--- src/rtl/core/slpbm_pkg.sv ---
// Shared types and constants for the serial-loaded PRG bank mapper.
package slpbm_pkg;

    // Result kinds.
    localparam logic [1:0] KIND_NONE = 2'd0;
    localparam logic [1:0] KIND_ROM  = 2'd1;
    localparam logic [1:0] KIND_RAM  = 2'd2;
    localparam logic [1:0] KIND_32K  = 2'd3;

    // Access kinds.
    localparam logic REQ_READ  = 1'b0;
    localparam logic REQ_WRITE = 1'b1;

    // Serial port register targets, chosen by address bits 14:13.
    localparam logic [1:0] SEL_CONTROL = 2'd0;
    localparam logic [1:0] SEL_PRG     = 2'd3;

    // Shift register length and control values.
    localparam logic [2:0] SHIFT_LEN           = 3'd5;
    localparam logic [4:0] CONTROL_FORCE       = 5'h0C;
    localparam logic [4:0] CONTROL_RESET       = 5'h0C;
    localparam logic [3:0] PRG_LAST_BANK_RESET = 4'hF;

    // Address regions (upper three address bits).
    localparam logic [2:0] REGION_PRG_RAM = 3'b011;

    // One bus access.
    typedef struct packed {
        logic        req_type;
        logic [15:0] addr;
        logic [7:0]  wdata;
    } req_t;

    // One result.
    typedef struct packed {
        logic [1:0]  kind;
        logic [17:0] rom_addr;
        logic [12:0] ram_addr;
        logic [7:0]  ram_data;
    } rsp_t;

endpackage

--- src/rtl/core/serial_loaded_prg_bank_mapper_core.sv ---
// Top level of the serial-loaded PRG bank mapper: handshakes, pipeline registers and config.
// Pipeline: an accepted item passes through the input register, then the result register.
// Throughput: one item per cycle; the input stalls only when both registers are full and the
// output is stalled.
// Reset (rst_n, asynchronous): pipeline empty, prg_last_bank 15, control 0x0C, other mapper state zero.
module serial_loaded_prg_bank_mapper_core
    import slpbm_pkg::*;
(
    input  logic        clk,
    input  logic        rst_n,
    input  logic        in_valid,
    output logic        in_stall,
    input  logic        req_type,
    input  logic [15:0] addr,
    input  logic [7:0]  wdata,
    output logic        out_valid,
    input  logic        out_stall,
    output logic [1:0]  kind,
    output logic [17:0] rom_addr,
    output logic [12:0] ram_addr,
    output logic [7:0]  ram_data,
    input  logic        cfg_valid,
    output logic        cfg_ready,
    input  logic [3:0]  prg_last_bank
);

    req_t       in_reg;
    logic       in_valid_reg;
    logic       in_valid_next;
    rsp_t       out_reg;
    logic       out_valid_reg;
    logic       out_valid_next;
    logic [3:0] prg_last_bank_reg;
    rsp_t       rsp;
    logic       advance;
    logic       in_accept;
    logic       step;

    // Pipeline flow control.
    assign advance        = !out_valid_reg || !out_stall;
    assign in_stall       = in_valid_reg && !advance;
    assign in_accept      = in_valid && !in_stall;
    assign step           = advance && in_valid_reg;
    assign in_valid_next  = in_accept ? 1'b1 : (advance ? 1'b0 : in_valid_reg);
    assign out_valid_next = advance ? in_valid_reg : out_valid_reg;
    assign cfg_ready      = 1'b1;

    // Valid bits and configuration.
    always_ff @(posedge clk or negedge rst_n)
    begin
        if (!rst_n)
        begin
            in_valid_reg      <= 1'b0;
            out_valid_reg     <= 1'b0;
            prg_last_bank_reg <= PRG_LAST_BANK_RESET;
        end
        else
        begin
            in_valid_reg  <= in_valid_next;
            out_valid_reg <= out_valid_next;
            if (cfg_valid && cfg_ready)
                prg_last_bank_reg <= prg_last_bank;
        end
    end

    // Payload registers.
    always_ff @(posedge clk)
    begin
        if (in_accept)
            in_reg <= '{req_type: req_type, addr: addr, wdata: wdata};
        if (step)
            out_reg <= rsp;
    end

    // Mapper state and per-item logic.
    slpbm_mapper u_mapper (
        .clk           (clk),
        .rst_n         (rst_n),
        .step          (step),
        .req           (in_reg),
        .prg_last_bank (prg_last_bank_reg),
        .rsp           (rsp)
    );

    // Result outputs.
    assign out_valid = out_valid_reg;
    assign kind      = out_reg.kind;
    assign rom_addr  = out_reg.rom_addr;
    assign ram_addr  = out_reg.ram_addr;
    assign ram_data  = out_reg.ram_data;

    // The input stalls only when both pipeline registers hold items.
    a_stall_full: assert property (@(posedge clk) disable iff (!rst_n)
        in_stall |-> in_valid_reg && out_valid_reg && out_stall)
        else $error("input stalled with room in the pipeline");

    // Unused result fields stay zero.
    a_rom_zero: assert property (@(posedge clk) disable iff (!rst_n)
        out_valid && kind != KIND_ROM |-> rom_addr == '0)
        else $error("ROM address set on a non-ROM result");

    a_ram_zero: assert property (@(posedge clk) disable iff (!rst_n)
        out_valid && kind != KIND_RAM |-> ram_addr == '0 && ram_data == '0)
        else $error("RAM fields set on a non-RAM result");

endmodule

--- src/rtl/core/slpbm_mapper.sv ---
// Mapper state (serial shift port, control, PRG select, bank windows) and per-access logic.
module slpbm_mapper
    import slpbm_pkg::*;
(
    input  logic       clk,
    input  logic       rst_n,
    input  logic       step,
    input  req_t       req,
    input  logic [3:0] prg_last_bank,
    output rsp_t       rsp
);

    logic [4:0] shift_value_reg;
    logic [4:0] shift_value_next;
    logic [2:0] bits_shifted_reg;
    logic [2:0] bits_shifted_next;
    logic [4:0] control_reg;
    logic [4:0] control_next;
    logic [4:0] prg_select_reg;
    logic [4:0] prg_select_next;
    logic [3:0] switched_bank_reg;
    logic [3:0] switched_bank_next;
    logic       fixed_is_low_reg;
    logic       fixed_is_low_next;

    logic [2:0] bits_inc;
    logic [3:0] bank;
    logic       remap;

    // Next state and result for the access at the head of the pipeline.
    always_comb
    begin
        shift_value_next   = shift_value_reg;
        bits_shifted_next  = bits_shifted_reg;
        control_next       = control_reg;
        prg_select_next    = prg_select_reg;
        switched_bank_next = switched_bank_reg;
        fixed_is_low_next  = fixed_is_low_reg;
        remap              = 1'b0;
        bits_inc           = bits_shifted_reg + 3'd1;
        bank               = (req.addr[14] == fixed_is_low_reg) ? switched_bank_reg
                                                                : prg_last_bank;
        rsp                = '0;

        if (req.req_type == REQ_READ)
        begin
            // ROM read through the two 16KB windows.
            if (req.addr[15])
            begin
                rsp.kind     = KIND_ROM;
                rsp.rom_addr = {bank, req.addr[13:0]};
            end
        end
        else if (req.addr[15])
        begin
            // Serial port write: reset or shift one bit in.
            if (req.wdata[7])
            begin
                shift_value_next  = '0;
                bits_shifted_next = '0;
                control_next      = control_reg | CONTROL_FORCE;
                remap             = 1'b1;
            end
            else
            begin
                shift_value_next  = {req.wdata[0], shift_value_reg[4:1]};
                bits_shifted_next = bits_inc;
                if (bits_inc >= SHIFT_LEN)
                begin
                    if (req.addr[14:13] == SEL_CONTROL)
                        control_next = shift_value_next;
                    else if (req.addr[14:13] == SEL_PRG)
                        prg_select_next = shift_value_next;
                    shift_value_next  = '0;
                    bits_shifted_next = '0;
                    remap             = 1'b1;
                end
            end

            // Recompute the mapping; 32KB mode keeps it and flags the item.
            if (remap)
            begin
                if (!control_next[3])
                    rsp.kind = KIND_32K;
                else
                begin
                    switched_bank_next = prg_select_next[3:0];
                    fixed_is_low_next  = ~control_next[2];
                end
            end
        end
        else if (req.addr[15:13] == REGION_PRG_RAM)
        begin
            // PRG RAM write.
            rsp.kind     = KIND_RAM;
            rsp.ram_addr = req.addr[12:0];
            rsp.ram_data = req.wdata;
        end
    end

    // State update when the access moves to the result register.
    always_ff @(posedge clk or negedge rst_n)
    begin
        if (!rst_n)
        begin
            shift_value_reg   <= '0;
            bits_shifted_reg  <= '0;
            control_reg       <= CONTROL_RESET;
            prg_select_reg    <= '0;
            switched_bank_reg <= '0;
            fixed_is_low_reg  <= 1'b0;
        end
        else if (step)
        begin
            shift_value_reg   <= shift_value_next;
            bits_shifted_reg  <= bits_shifted_next;
            control_reg       <= control_next;
            prg_select_reg    <= prg_select_next;
            switched_bank_reg <= switched_bank_next;
            fixed_is_low_reg  <= fixed_is_low_next;
        end
    end

    // The bit counter never rests at a full shift.
    a_count_range: assert property (@(posedge clk) disable iff (!rst_n)
        bits_shifted_reg < SHIFT_LEN)
        else $error("shift bit count out of range");

    // A completed shift always leaves the shift register empty.
    a_shift_clear: assert property (@(posedge clk) disable iff (!rst_n)
        step && req.req_type == REQ_WRITE && req.addr[15] && !req.wdata[7]
        && bits_inc >= SHIFT_LEN |=> shift_value_reg == '0 && bits_shifted_reg == '0)
        else $error("shift register not cleared after fifth bit");

    // The mapping changes only on a serial port write.
    a_map_hold: assert property (@(posedge clk) disable iff (!rst_n)
        !(step && req.req_type == REQ_WRITE && req.addr[15])
        |=> $stable(switched_bank_reg) && $stable(fixed_is_low_reg))
        else $error("mapping changed without a serial port write");

endmodule

--- config.mk ---
export PLATFORM = sky130hd
export DESIGN_NAME = serial_loaded_prg_bank_mapper_core
export DESIGN_NICKNAME = d
export VERILOG_FILES = /design/src/rtl/core/slpbm_pkg.sv /design/src/rtl/core/serial_loaded_prg_bank_mapper_core.sv /design/src/rtl/core/slpbm_mapper.sv
export SDC_FILE = /design/constraint.sdc
export NUM_CORES = 1
export LEC_CHECK = 0
export BUFFER_PORTS_ARGS = -buffer_cell sky130_fd_sc_hd__clkbuf_2
export CORE_ASPECT_RATIO = 2
export CORE_MARGIN = 2
export CORE_UTILIZATION = 50
export DETAILED_ROUTE_END_ITERATION = 7
export PLACE_DENSITY = 0.73
export SLEW_MARGIN = 30
export SYNTH_ARGS = -nofsm -noshare
export SYNTH_HDL_FRONTEND = slang
export SYNTH_SLANG_ARGS = --single-unit
export TNS_END_PERCENT = 100
--- constraint.sdc ---
create_clock -name clk -period 5.5 [get_ports clk]
set_input_delay 1.1 -clock clk [delete_from_list [all_inputs] [get_ports clk]]
set_output_delay 1.1 -clock clk [all_outputs]
set_load 0.05 [all_outputs]
==> flow_summary.ini <==
[outcome]
status = finished clean

[hold_path]
hold_path.class = reg2reg
hold_path_end = u_mapper.control_reg[2]
min_from = u_mapper.control_reg[2]
min_delay_path_depth = 2

[sta]
clock_skew_ns = 0.008899
slew_viol_final = 0
period_share_pct = 49.84
worst_slack_ns = 2.759
fin_crit_ns = 2.741
rsz0062_at_grt = no
hold_viol = 0
slew_headroom_pct = 50.31
worst_pin_slew_ns = 0.7438
holdWs_ns = 0.4722
tns_ns = 0
fmax_mhz = 364.8
setup-violations-final = 0

[global_routing]
grtUsageTotal_pct = 16.22
grt_pass1_wl_microns = 9004
grt_max_degree = 42
antenna_found_initial = 0
grt_pass1_vias = 1864
overflow = 0

[routing]
drt_iter0_drc = 42
drt_pre_antenna_iters = 4
ant_nets = 0
wl_met2_microns = 3282
wl_met3_microns = 201
routed.top_layer = met4
met1_length_microns = 2112
routed_via_density = 4.946
drc = 0
dr_total_vias = 1939
wl_per_cell_microns = 14.69
wl_microns = 5760

[worst_setup_path]
slowest_stage = clkbuf_2
r2r_end = u_mapper.switched_bank_reg[2]
cp.arrival_ns = 1.64
crit_required_ns = 4.40
r2r_slack_ns = 3.31
reg2reg_depth = 5
cp_cell_sequence = clkbuf_2 -> nand3_1 -> inv_1 -> clkbuf_2
max_stage_delay_ns = 0.27
crit_top_cell = clkbuf_2
crit_fanout = 3
timing.rr.start = u_mapper.bits_shifted_reg[0]
path_class = in2out
critPathLaunchType = input port
critPathCaptureType = output port

[clock_tree]
insertion_delay_ns = 0.34
clock_path_buffers = 2
cts_tree = done
cts_made_buffers = 9
postCtsHoldBufs = 0
clk_pin_slew_ns = 0.06
clkSinkCount = 90
postCtsSetupRepairBufs = 0
htreeDepth = 3
ctsResizeCount = 0
clock-root-buffer = clkbuf_16

[synthesis]
async_flop_share_pct = 26.67
yosys-top-cells-area = edfxtp_1, dfrtp_1, and2_1, dfstp_2, mux2_1
syn_area_sq_mm = 0.003506
synth_top_area_cell = edfxtp_1
ys_seq_area_share_pct = 73.88
postSynthCellCount = 215
yosys.cell_count.top_type = edfxtp_1
synth_cell_types = 44
synth-edff-count = 66
synth_ff_type = edfxtp_1
ys_seq_elements = 90
synth_warnings = 0
synth_common_cells = edfxtp_1, and2_1, dfrtp_1
syn_area_per_cell_sq_um = 16.31
synth_fp_nets = 251
synth_top_area_share_pct = 56.53

[cells_and_area]
area_growth_pct = 22.23
diodes = 0
fillers = 551
utilization_pct = 62.23
finish.net_count = 333
largest_register_ff_count = 25
drive_gt1_share_pct = 38.08
fin_area_sq_mm = 0.004285

[power_and_ir_drop]
seq_power_share_pct = 50.6
netSwitchingFraction_pct = 25.91
max-vdd-ir-drop_mv = 0.2395
p_int_mw = 1.200
powerDensity_mw_per_mm2 = 378.0
comb_power_share_pct = 12.9
clockPowerShare_pct = 36.5
p_leak_nw = 1.822
p_switching_mw = 0.4198

[place]
gp_congestion = 0.7392
post_dp_cell_area_sq_mm = 0.003991
portBuffers = 76
dp_worst_setup_slack_ns = 2.755
hpwl_microns = 4176

[die]
initial_core_util_pct = 50.91
core_area_sq_mm = 0.006887
die-height_microns = 122.4
die_area_sq_mm = 0.007738
die_w_microns = 63.21
io_pins = 78
core.rowCount = 43

[flow_run]
maxCapViolations = 0
final cells by class:
cell class	count	area (sq um)	share of cell area, %
Multi-Input combinational cell	112	874.6	20.41
Timing Repair Buffer	77	387.9	9.051
Sequential cell	90	2590	60.44
Clock inverter	7	68.82	1.606
Inverter	7	26.28	0.6131
Tap cell	90	112.6	2.628
Clock buffer	9	225.2	5.255
layer usage:
metal | global-route usage (%) | vias up
li1 | - | 942
met1 | 17.54 | 939
met2 | 27.99 | 46
met3 | 4.675 | 12
met4 | 9.647 | 0
met5 | 0 | -
kinds of logic (layout without fill, tap and decap cells):
family / count (synthesis) / count (layout) / synth area share (%)
XOR/XNOR: 2 / 2 / 0.4997
buffers and inverters: 13 / 100 / 1.535
AND/OR/NAND/NOR: 64 / 64 / 11.60
AO/OA/AOI/OAI: 21 / 21 / 4.819
adder cells (fa/ha/maj): 2 / 2 / 0.7137
other: 1 / 1 / 0.1070
multiplexers: 22 / 22 / 6.853
flip-flops: 90 / 90 / 73.88
worst max-delay path: cells and delay by family:
| family | cells | cell delay [ns] |
|---|---|---|
| buffers and inverters | 3 | 0.44 |
| AND/OR/NAND/NOR | 1 | 0.10 |
worst max-delay path by stage:
stage	slack [ns]	endpoint	from
6_report	2.76	in_stall	out_stall
5_1_grt	2.73	in_stall	out_stall
4_1_cts	2.75	in_stall	out_stall
3_5_place_dp	2.76	in_stall	out_stall
3_3_place_gp	2.78	in_stall	out_stall
2_1_floorplan	2.88	in_stall	out_stall
cells in the final DEF (no fill, tap or decap), types with 2 or more instances in the layout:
master and n:
clkbuf_16 9, nor2_1 7, nor2b_1 2, dfstp_2 6, edfxtp_1 66, o21ai_0 4
inv_1 7, clkinv_1 2, nand2b_1 2, mux2i_1 6, ha_1 2, nand3_1 2
clkbuf_2 76, a22o_1 5, and2_1 35, mux2_1 8, nand2_1 4, xnor2_1 2
clkinv_4 2, mux2_2 8, dfrtp_1 18
power by group through the flow:
stage	Combinational, mW	Sequential, mW	Clock (mW)
global placement	0.208	0.832	0
finish	0.209	0.820	0.591
floorplan	0.0807	0.904	0
detailed placement	0.210	0.835	0
CTS	0.211	0.821	0.607
global route	0.223	0.826	0.628
per-stage QoR:
step	total power, mW	instances
2_1_floorplan	0.9847	215
3_3_place_gp	1.040	376
3_5_place_dp	1.045	376
4_1_cts	1.639	392
5_1_grt	1.677	392
6_report	1.620	392
Note: power is estimated with default switching activity, not from simulation.
